[config.mk]
export PLATFORM = sky130hd
export DESIGN_NAME = murmur3_32_stream_hash_top_flat
export DESIGN_NICKNAME = d
export VERILOG_FILES = /design/src/m3h_pkg.sv /design/src/m3h_in_if.sv /design/src/m3h_out_if.sv /design/src/m3h_cfg_if.sv /design/src/m3h_ctrl.sv /design/src/m3h_dp.sv /design/src/murmur3_32_stream_hash_top.sv /design/src/flat_wrapper.sv
export SDC_FILE = /design/constraint.sdc
export NUM_CORES = 2
export LEC_CHECK = 0
export BUFFER_PORTS_ARGS = -buffer_cell sky130_fd_sc_hd__buf_2
export CAP_MARGIN = 20
export CORE_MARGIN = 4
export CORE_UTILIZATION = 40
export DETAILED_ROUTE_END_ITERATION = 16
export HOLD_SLACK_MARGIN = 0.02
export PLACE_DENSITY = 0.61
export SLEW_MARGIN = 20
export SYNTH_ARGS = -nofsm -noshare
export SYNTH_HDL_FRONTEND = slang
export SYNTH_SLANG_ARGS = --single-unit
export TNS_END_PERCENT = 1
[constraint.sdc]
create_clock -name clk -period 20.2 [get_ports clk]
set_input_delay 1.01 -clock clk [delete_from_list [all_inputs] [get_ports clk]]
set_output_delay 1.01 -clock clk [all_outputs]
set_load 0.05 [all_outputs]
[src/m3h_pkg.sv]
`default_nettype none
package m3h_pkg;

    localparam logic [31:0] MIX_C1  = 32'hcc9e2d51;
    localparam logic [31:0] MIX_C2  = 32'h1b873593;
    localparam logic [31:0] MIX_ADD = 32'he6546b64;
    localparam logic [31:0] FIN_M1  = 32'h85ebca6b;
    localparam logic [31:0] FIN_M2  = 32'hc2b2ae35;

    localparam logic [2:0] FULL_COUNT = 3'd4;

    typedef struct packed {
        logic accept;
        logic load_seed;
        logic mul1;
        logic mul2;
        logic mix;
        logic fin1;
        logic fin2;
        logic out_load;
    } m3h_cmd_t;

    typedef struct packed {
        logic last;
    } m3h_status_t;

    // bytes beyond the count are dropped
    function automatic logic [31:0] tail_mask(input logic [2:0] cnt);
        logic [31:0] m;
        begin
            case (cnt)
                3'd0:    m = 32'h0000_0000;
                3'd1:    m = 32'h0000_00ff;
                3'd2:    m = 32'h0000_ffff;
                3'd3:    m = 32'h00ff_ffff;
                default: m = 32'hffff_ffff;
            endcase
            return m;
        end
    endfunction

endpackage
`default_nettype wire

[src/m3h_in_if.sv]
`default_nettype none
interface m3h_in_if;
    logic        valid;
    logic        ready;
    logic [31:0] data_word;
    logic [2:0]  byte_count;
    logic        last_word;

    modport source (output valid, output data_word, output byte_count, output last_word,
                    input ready);
    modport sink   (input valid, input data_word, input byte_count, input last_word,
                    output ready);
endinterface
`default_nettype wire

[src/m3h_out_if.sv]
`default_nettype none
interface m3h_out_if;
    logic        valid;
    logic        ready;
    logic [31:0] hash_value;

    modport source (output valid, output hash_value, input ready);
    modport sink   (input valid, input hash_value, output ready);
endinterface
`default_nettype wire

[src/m3h_cfg_if.sv]
`default_nettype none
interface m3h_cfg_if;
    logic        valid;
    logic        ready;
    logic [31:0] seed;

    modport source (output valid, output seed, input ready);
    modport sink   (input valid, input seed, output ready);
endinterface
`default_nettype wire

[src/m3h_ctrl.sv]
`default_nettype none
module m3h_ctrl (
    input  wire logic                clk,
    input  wire logic                rst_n,
    input  wire logic                in_valid,
    output logic                     in_ready,
    output logic                     out_valid,
    input  wire logic                out_ready,
    output m3h_pkg::m3h_cmd_t        cmd,
    input  wire m3h_pkg::m3h_status_t status
);
    import m3h_pkg::*;

    typedef enum logic [2:0] {
        ST_IDLE,
        ST_MUL1,
        ST_MUL2,
        ST_MIX,
        ST_FIN1,
        ST_FIN2,
        ST_FIN3
    } state_t;

    state_t state_reg;
    state_t state_next;
    logic   mid_reg;
    logic   mid_next;
    logic   out_valid_reg;
    logic   out_valid_next;

    always_comb
    begin
        cmd            = '0;
        state_next     = state_reg;
        mid_next       = mid_reg;
        cmd.load_seed  = !mid_reg;
        case (state_reg)
            ST_IDLE:
            begin
                if (in_valid)
                begin
                    cmd.accept = 1'b1;
                    state_next = ST_MUL1;
                end
            end
            ST_MUL1:
            begin
                cmd.mul1   = 1'b1;
                state_next = ST_MUL2;
            end
            ST_MUL2:
            begin
                cmd.mul2   = 1'b1;
                state_next = ST_MIX;
            end
            ST_MIX:
            begin
                cmd.mix    = 1'b1;
                mid_next   = !status.last;
                state_next = status.last ? ST_FIN1 : ST_IDLE;
            end
            ST_FIN1:
            begin
                cmd.fin1   = 1'b1;
                state_next = ST_FIN2;
            end
            ST_FIN2:
            begin
                cmd.fin2   = 1'b1;
                state_next = ST_FIN3;
            end
            ST_FIN3:
            begin
                // wait here while the previous hash is still unread
                if (!out_valid_reg || out_ready)
                begin
                    cmd.out_load = 1'b1;
                    state_next   = ST_IDLE;
                end
            end
            default:
            begin
                state_next = ST_IDLE;
            end
        endcase

        if (cmd.out_load)
            out_valid_next = 1'b1;
        else if (out_ready)
            out_valid_next = 1'b0;
        else
            out_valid_next = out_valid_reg;
    end

    always_ff @(posedge clk or negedge rst_n)
    begin
        if (!rst_n)
        begin
            state_reg     <= ST_IDLE;
            mid_reg       <= 1'b0;
            out_valid_reg <= 1'b0;
        end
        else
        begin
            state_reg     <= state_next;
            mid_reg       <= mid_next;
            out_valid_reg <= out_valid_next;
        end
    end

    assign in_ready  = (state_reg == ST_IDLE);
    assign out_valid = out_valid_reg;

endmodule
`default_nettype wire

[src/m3h_dp.sv]
`default_nettype none
module m3h_dp (
    input  wire logic              clk,
    input  wire logic              rst_n,
    input  wire logic              cfg_we,
    input  wire logic [31:0]       cfg_seed,
    input  wire logic [31:0]       data_word,
    input  wire logic [2:0]        byte_count,
    input  wire logic              last_word,
    input  wire m3h_pkg::m3h_cmd_t cmd,
    output m3h_pkg::m3h_status_t   status,
    output logic [31:0]            hash_value
);
    import m3h_pkg::*;

    logic [31:0] seed_reg;
    logic [31:0] k_reg;
    logic [31:0] h_reg;
    logic [31:0] total_reg;
    logic [2:0]  cnt_reg;
    logic        last_reg;
    logic [31:0] hash_reg;

    logic [2:0]  cnt_eff;
    logic [31:0] k_rot;
    logic [31:0] hk;
    logic [31:0] hk_rot;
    logic [31:0] h_mixed;
    logic [31:0] fin_x;
    logic [31:0] fin_a;
    logic [31:0] fin_b;
    logic [31:0] fin_c;

    always_comb
    begin
        if (!last_word || byte_count > FULL_COUNT)
            cnt_eff = FULL_COUNT;
        else
            cnt_eff = byte_count;

        k_rot  = {k_reg[16:0], k_reg[31:17]};
        hk     = h_reg ^ k_reg;
        hk_rot = {hk[18:0], hk[31:19]};

        if (cnt_reg == FULL_COUNT)
            h_mixed = {hk_rot[29:0], 2'b00} + hk_rot + MIX_ADD;
        else if (cnt_reg != 3'd0)
            h_mixed = hk;
        else
            h_mixed = h_reg;

        fin_x = h_reg ^ total_reg;
        fin_a = fin_x ^ {16'd0, fin_x[31:16]};
        fin_b = h_reg ^ {13'd0, h_reg[31:13]};
        fin_c = h_reg ^ {16'd0, h_reg[31:16]};
    end

    always_ff @(posedge clk or negedge rst_n)
    begin
        if (!rst_n)
            seed_reg <= '0;
        else if (cfg_we)
            seed_reg <= cfg_seed;
    end

    always_ff @(posedge clk)
    begin
        if (cmd.accept)
        begin
            k_reg    <= data_word & tail_mask(cnt_eff);
            cnt_reg  <= cnt_eff;
            last_reg <= last_word;
            if (cmd.load_seed)
            begin
                h_reg     <= seed_reg;
                total_reg <= '0;
            end
        end
        if (cmd.mul1)
            k_reg <= k_reg * MIX_C1;
        if (cmd.mul2)
            k_reg <= k_rot * MIX_C2;
        if (cmd.mix)
        begin
            h_reg     <= h_mixed;
            total_reg <= total_reg + {29'd0, cnt_reg};
        end
        if (cmd.fin1)
            h_reg <= fin_a * FIN_M1;
        if (cmd.fin2)
            h_reg <= fin_b * FIN_M2;
        if (cmd.out_load)
        begin
            h_reg    <= fin_c;
            hash_reg <= fin_c;
        end
    end

    assign status.last = last_reg;
    assign hash_value  = hash_reg;

endmodule
`default_nettype wire

[src/murmur3_32_stream_hash_top.sv]
// MurmurHash3 x86_32 over a stream of little-endian 32-bit words. The
// controller steps one datapath through the two scramble multiplies and the
// mix for each word, one 32x32 multiply per cycle, before the next word can be
// taken; after the last word of a message it goes on through the two finaliser
// multiplies and then registers the hash at the output, waiting first while
// the previous hash is still unread. The next word can be taken once the hash
// is registered. The hash waits in an output register so the next message can
// start meanwhile. The seed is latched at the first word of each message;
// write it only while no message is open.
`default_nettype none
module murmur3_32_stream_hash_top (
    input  wire logic clk,
    input  wire logic rst_n,
    m3h_cfg_if.sink   cfg,
    m3h_in_if.sink    in_ch,
    m3h_out_if.source out_ch
);
    import m3h_pkg::*;

    m3h_cmd_t    cmd;
    m3h_status_t status;

    assign cfg.ready = 1'b1;

    m3h_ctrl u_ctrl (
        .clk       (clk),
        .rst_n     (rst_n),
        .in_valid  (in_ch.valid),
        .in_ready  (in_ch.ready),
        .out_valid (out_ch.valid),
        .out_ready (out_ch.ready),
        .cmd       (cmd),
        .status    (status)
    );

    m3h_dp u_dp (
        .clk        (clk),
        .rst_n      (rst_n),
        .cfg_we     (cfg.valid),
        .cfg_seed   (cfg.seed),
        .data_word  (in_ch.data_word),
        .byte_count (in_ch.byte_count),
        .last_word  (in_ch.last_word),
        .cmd        (cmd),
        .status     (status),
        .hash_value (out_ch.hash_value)
    );

endmodule
`default_nettype wire

[src/flat_wrapper.sv]
// flat-port wrapper written by rule: the top's interface ports become plain ports
module murmur3_32_stream_hash_top_flat import m3h_pkg::*;
  (clk, rst_n, cfg_valid, cfg_seed, cfg_ready, in_ch_valid, in_ch_data_word, in_ch_byte_count, in_ch_last_word, in_ch_ready, out_ch_valid, out_ch_hash_value, out_ch_ready);
  m3h_cfg_if cfg_i ();
  m3h_in_if in_ch_i ();
  m3h_out_if out_ch_i ();
  input  wire logic clk;
  input  wire logic rst_n;
  input wire logic [$bits(cfg_i.valid)-1:0] cfg_valid;
  input wire logic [$bits(cfg_i.seed)-1:0] cfg_seed;
  output wire logic [$bits(cfg_i.ready)-1:0] cfg_ready;
  input wire logic [$bits(in_ch_i.valid)-1:0] in_ch_valid;
  input wire logic [$bits(in_ch_i.data_word)-1:0] in_ch_data_word;
  input wire logic [$bits(in_ch_i.byte_count)-1:0] in_ch_byte_count;
  input wire logic [$bits(in_ch_i.last_word)-1:0] in_ch_last_word;
  output wire logic [$bits(in_ch_i.ready)-1:0] in_ch_ready;
  output wire logic [$bits(out_ch_i.valid)-1:0] out_ch_valid;
  output wire logic [$bits(out_ch_i.hash_value)-1:0] out_ch_hash_value;
  input wire logic [$bits(out_ch_i.ready)-1:0] out_ch_ready;
  assign cfg_i.valid = cfg_valid;
  assign cfg_i.seed = cfg_seed;
  assign cfg_ready = cfg_i.ready;
  assign in_ch_i.valid = in_ch_valid;
  assign in_ch_i.data_word = in_ch_data_word;
  assign in_ch_i.byte_count = in_ch_byte_count;
  assign in_ch_i.last_word = in_ch_last_word;
  assign in_ch_ready = in_ch_i.ready;
  assign out_ch_valid = out_ch_i.valid;
  assign out_ch_hash_value = out_ch_i.hash_value;
  assign out_ch_i.ready = out_ch_ready;
  murmur3_32_stream_hash_top u_core (.clk(clk), .rst_n(rst_n), .cfg(cfg_i), .in_ch(in_ch_i), .out_ch(out_ch_i));
endmodule
## Word-level counts from Yosys, hierarchy flattened

Cells that the tools add are included.
W data, S select, Z words.

- Logic and storage cells: 86
- Register bits after elaboration: 169
- Output and inout port bits: 35

- Mux-type cells: 32
- $add $sub $neg: 3
- Equality and inequality tests: 15
- Reduce and logical (&&, ||, !) cells: 15
- Bitwise gates (word level): 6
- $mul: 4
- $lt $le $gt $ge: 1

Operators with widths:

| operator | count |
|---|---|
| $mux W32 | 15 |
| $pmux W32 S4 | 1 |
| $mul A32 B31 Y32 const B | 2 |
| $xor A32 B16 Y32 | 2 |
| $xor A32 B32 Y32 | 2 |
| $add A32 B3 Y32 | 1 |
| $add A32 B32 Y32 | 1 |
| $add A32 B32 Y32 const B | 1 |
| $and A32 B32 Y32 | 1 |
| $mul A32 B29 Y32 const B | 1 |
| $mul A32 B32 Y32 const B | 1 |
| $xor A32 B19 Y32 | 1 |
| $pmux W3 S7 | 1 |
| $eq A3 B2 Y1 const B | 4 |
| $eq A3 B3 Y1 const B | 4 |
| $mux W3 | 4 |
| $mux W1 | 11 |
| $eq A3 B1 Y1 const B | 2 |
| $logic_not A3 Y1 | 2 |
| $ne A6 B6 Y1 const B | 1 |
| $reduce_bool A3 Y1 | 2 |
| $ne A5 B1 Y1 const B | 1 |
| $reduce_bool A5 Y1 | 1 |
| $ne A2 B2 Y1 const B | 2 |
| other kinds (7) | 12 |

## Longest topological paths before layout

- Depth in word-level cells: 10
- Mapped depth: 28
- Mapped depth without buffers: 27

## By module

Synthesis repeated with hierarchy kept, for this count alone.

- Cell total of the unflattened synthesis: 4419
- Area, all modules: 43950.9 um^2

By module, submodules not included:

| module | instances | area an instance (um^2) | cells each |
|---|---|---|---|
| m3h_dp | 1 | 43660.6 | 4389 |
| m3h_ctrl | 1 | 279.0 | 28 |
| murmur3_32_stream_hash_top | 1 | 11.3 | 2 |

## Worst setup path after synthesis

Ideal clock, no wire load.

- Path kind: reg2reg
- Start: register u_core.u_dp.h_reg[20]
- End: register u_core.u_dp.h_reg[31], data pin
- Stages on the path, launching flop included: 25
- Slack: 12.649 ns
- Clock period less this slack: 7.551 ns
- Arrival time: 7.382 ns
- Setup time: 0.170 ns
- Data required time: 20.030 ns
- Path buffers: 0
- Cells stage by stage: edfxtp_1 > xor2_1 > inv_1 > xnor2_1 > inv_1 > fa_1 > inv_1 > fa_1 > inv_1 > fa_1 > ha_1 > fa_1 > fa_1 > fa_1 > fa_1 > ha_1 > a2111o_1 > nor3b_1 > a311o_1 > a21oi_1 > a2111oi_1 > nor2b_1 > o21a_1 > o2111a_1 > o32ai_2

- Word-level cells in the longest chain between the ends: 8
- Elaborated cells on any way between the ends: 13
- Those cells by class: 2 x add/sub; 2 x mul; 5 x mux; 4 x bitwise

Ends and longest elaborated chain:

| what | RTL line | text |
|---|---|---|
| start, declared | m3h_dp.sv:18 | `logic [31:0] h_reg;` |
| start signal, assigned | m3h_dp.sv:75 | `h_reg <= seed_reg;` |
| start signal, assigned | m3h_dp.sv:85 | `h_reg <= h_mixed;` |
| start signal, assigned | m3h_dp.sv:89 | `h_reg <= fin_a * FIN_M1;` |
| $xor A32 B32 Y32 | m3h_dp.sv:42 | `hk = h_reg ^ k_reg;` |
| $add A32 B32 Y32 (2 in series) | m3h_dp.sv:46 | `h_mixed = {hk_rot[29:0], 2'b00} + hk_rot + MIX_ADD;` |
| $mux W32 | m3h_dp.sv:45 | `if (cnt_reg == FULL_COUNT)` |
| $mux W32 | m3h_dp.sv:83 | `if (cmd.mix)` |
| $mux W32 | m3h_dp.sv:88 | `if (cmd.fin1)` |
| $mux W32 * | m3h_dp.sv:90 | `if (cmd.fin2)` |
| $mux W32 * | m3h_dp.sv:92 | `if (cmd.out_load)` |

Every way passes the cells marked *; elsewhere a longest branch is shown, timed or not.
A chain may end at the register's enable or synchronous reset.

## Final worst setup path

- Start: register u_core.u_dp.h_reg[31]
- End: register u_core.u_dp.h_reg[31], data pin

- Word-level cells in the longest chain between the ends: 8
- Elaborated cells on any way between the ends: 15
- Those cells by class: 2 x add/sub; 2 x mul; 6 x mux; 5 x bitwise

Ends and longest elaborated chain:

| what | RTL line |
|---|---|
| $xor A32 B32 Y32 | m3h_dp.sv:42 |
| $add A32 B32 Y32 (2 in series) | m3h_dp.sv:46 |
| $mux W32 | m3h_dp.sv:45 |
| $mux W32 | m3h_dp.sv:83 |
| $mux W32 | m3h_dp.sv:88 |
| $mux W32 | m3h_dp.sv:90 |
| $mux W32 * | m3h_dp.sv:92 |

Every way passes the cells marked *; elsewhere a longest branch is shown, timed or not. The select of a mux whose other input is x is not followed.

==> results.py <==
metrics = {
    "run_status": {
        "status": "finished, final reports clean",
    },
    "routing": {
        "drtIter0Drc": 2577,
        "route.detailed.drc": 0,
        "routed_wirelength_um": 140000,
        "routedWlPerCell_um": 23.2,
        "via_per_inst": 5.22,
        "vias": 31604,
        "drt_first_pass_iters": 5,
        "ant_nets": 0,
    },
    "placement": {
        "io_buffers": 106,
        "dp_hpwl_um": 121000,
        "gp_congestion": 0.975,
        "dp_slack_ns": 11.51,
    },
    "global_route": {
        "grt_pass1_wl_um": 212000,
        "grt_max_degree": 54,
        "antenna_found_initial": 2,
        "gr-usage-all-layers_pct": 24.6,
        "grt_remaining_overflow": 0,
        "grt_pass1_vias": 33305,
    },
    "logic_synthesis": {
        "synth_edf_count": 132,
        "netlist_area_um2": 44100,
        "synth_warnings": 0,
        "synth_area_leaders": "fa_1 (33%), ha_1 (23%), inv_1 (11%)",
        "synth_fp_nets": 6057,
        "synth_top_area_cell": "fa_1",
        "avgSynthCellArea_um2": 9.93,
        "yosysUniqueCellTypes": 85,
        "synth_common_cells": "inv_1 (1,238), ha_1 (805), fa_1 (733)",
        "synth_most_common_cell": "inv_1",
        "syn_inst": 4446,
        "synth-main-ff-cell": "edfxtp_1",
        "ys_ff_latch": 169,
        "async_reset_ff_share_pct": 21.9,
        "synth_top_area_share_pct": 33.2,
        "yosysSeqAreaShare_pct": 11.1,
    },
    "sta": {
        "fmax_ghz": 0.114,
        "relSlewSlack_pct": 17.6,
        "period_needed_ns": 8.78,
        "fin_crit_sh_pct": 43.4,
        "holdWs_ns": 0.509,
        "finalClockSkew_ns": 0.0195,
        "final.setup.worst_slack_ns": 11.42,
        "finalSetupViolCount": 0,
        "hold_viol": 0,
        "final_max_slew_viol_count": 0,
        "grt_setup_unrepaired": "no",
        "final.setup.tns_ns": 0,
        "worst_pin_slew_ns": 1.22,
    },
    "clocking": {
        "postCtsSetupRepairBufs": 0,
        "cts_max_path_buffers": 2,
        "cts_tree": "built",
        "hold_buffers": 0,
        "numCtsBuffers": 17,
        "clock-root-buffer": "clkbuf_16",
        "worstSkewPairLatency_ns": 0.49,
        "cts_sinks": 169,
        "htree_levels": 4,
        "clk_pin_slew_ns": 0.09,
        "ctsResizeCount": 0,
    },
    "floorplanning": {
        "die_y_um": 340,
        "core_area_um2": 109000,
        "start_util_pct": 40.4,
        "die_x_um": 340,
        "ios": 108,
        "die_area_um2": 116000,
        "rows": 121,
    },
    "worst_setup_path": {
        "endpoint_kind": "register",
        "cp_data_required_time_ns": 20.53,
        "critPathLaunchType": "register",
        "crit_type": "reg2reg",
        "arrival_ns": 9.10,
        "crit_fanout": 7,
    },
    "cells_and_area": {
        "areaGrowthSynthToFinish_pct": 7.09,
        "diodes": 0,
        "utilization_pct": 43.3,
        "nets": 6173,
        "drive_gt1_share_pct": 5.60,
        "num-fill-cells": 10589,
    },
    "hold_path": {
        "min_path_type": "reg2reg",
    },
    "job": {
        "cap_violations": 0,
    },
}
-- logic make-up (layout without fill, tap and decap cells) --
kind of cell	count (synthesis)	in the layout	synth area share, %
xor+xnor	383	383	7.64
compound gates	561	561	8.28
mux	40	40	1.02
fa+ha+maj	1538	1538	56.1
buf+inv	1306	1435	11.2
flops	169	169	11.1
simple gates	448	448	4.74
other cells	1	1	0.00849
-- through the flow --
stage / instances / area [um^2]
2_1_floorplan: 4446 / 44100
3_3_place_gp: 6019 / 46700
3_5_place_dp: 6019 / 46700
4_1_cts: 6051 / 47300
5_1_grt: 6051 / 47300
6_report: 6051 / 47300
-- critical path, stage by stage (launching register included) --
cell and delay, ns:
edfxtp_1 0.76, xor2_1 0.41, xnor2_1 0.90, ha_1 0.42
ha_1 0.32, fa_1 0.52, inv_1 0.07, fa_1 0.50
inv_1 0.06, fa_1 0.49, fa_1 0.46, fa_1 0.53
fa_1 0.41, ha_1 0.35, a2111o_1 0.48, nor3b_1 0.22
a311o_1 0.26, a21oi_1 0.12, a2111oi_1 0.54, nor2b_1 0.13
o21a_1 0.20, o2111a_1 0.24, o32ai_2 0.20
-- layer usage --
layer / vias to the layer above / wire, um / track usage, %
met5: - / 0 / 0
met4: 0 / 4670 / 7.09
met3: 192 / 11800 / 4.93
met2: 1225 / 63600 / 39.3
met1: 15834 / 60400 / 34.0
li1: 14353 / - / -
-- final timing paths --
check	cells past startpoint	slack [ns]	from	to
setup reg to reg	22	11.42	u_core.u_dp.h_reg[31]	u_core.u_dp.h_reg[31]
setup / recovery	22	11.42	u_core.u_dp.h_reg[31]	u_core.u_dp.h_reg[31]
min in group asynchronous	2	0.61	rst_n	u_core.u_dp.seed_reg[26]
hold reg to reg	2	0.51	u_core.u_ctrl.mid_reg	u_core.u_ctrl.mid_reg
max in group asynchronous	2	19.15	rst_n	u_core.u_dp.seed_reg[1]
hold / removal	2	0.51	u_core.u_ctrl.mid_reg	u_core.u_ctrl.mid_reg
-- layout by cell type (no fill, tap or decap), types with 12 or more instances in the layout --
master     instances
a31oi_1           18
nand2b_1          19
edfxtp_1         132
o21bai_1          14
a22oi_1           20
fa_1             733
nand2_1          110
buf_2            106
xor2_1           135
clkbuf_16         17
nand4_1           18
ha_1             805
dfrtp_1           37
nand3_1           38
nor2_1           150
o221ai_1          12
buf_4             56
a21o_1            46
a21oi_1          145
o22ai_1           12
or3_1             16
o211ai_1          25
o21ai_0          122
nor2b_1           13
o21a_1            31
and3_1            13
mux2_2            35
nor3_1            33
xnor2_1          245
a211oi_1          25
inv_1           1238
-- layout make-up --
class	instances	area, um^2	share of cell area [%]
multi-input combinational	2971	34400	72.7
inverter	1241	4660	9.85
clock inverter	14	149	0.315
clock buffer	18	429	0.908
timing repair buffer	162	951	2.01
sequential	169	4890	10.3
tap	1476	1850	3.91
Power is not shown: default switching activity piles up to over one toggle a cycle in this logic, so the estimate is an artifact.
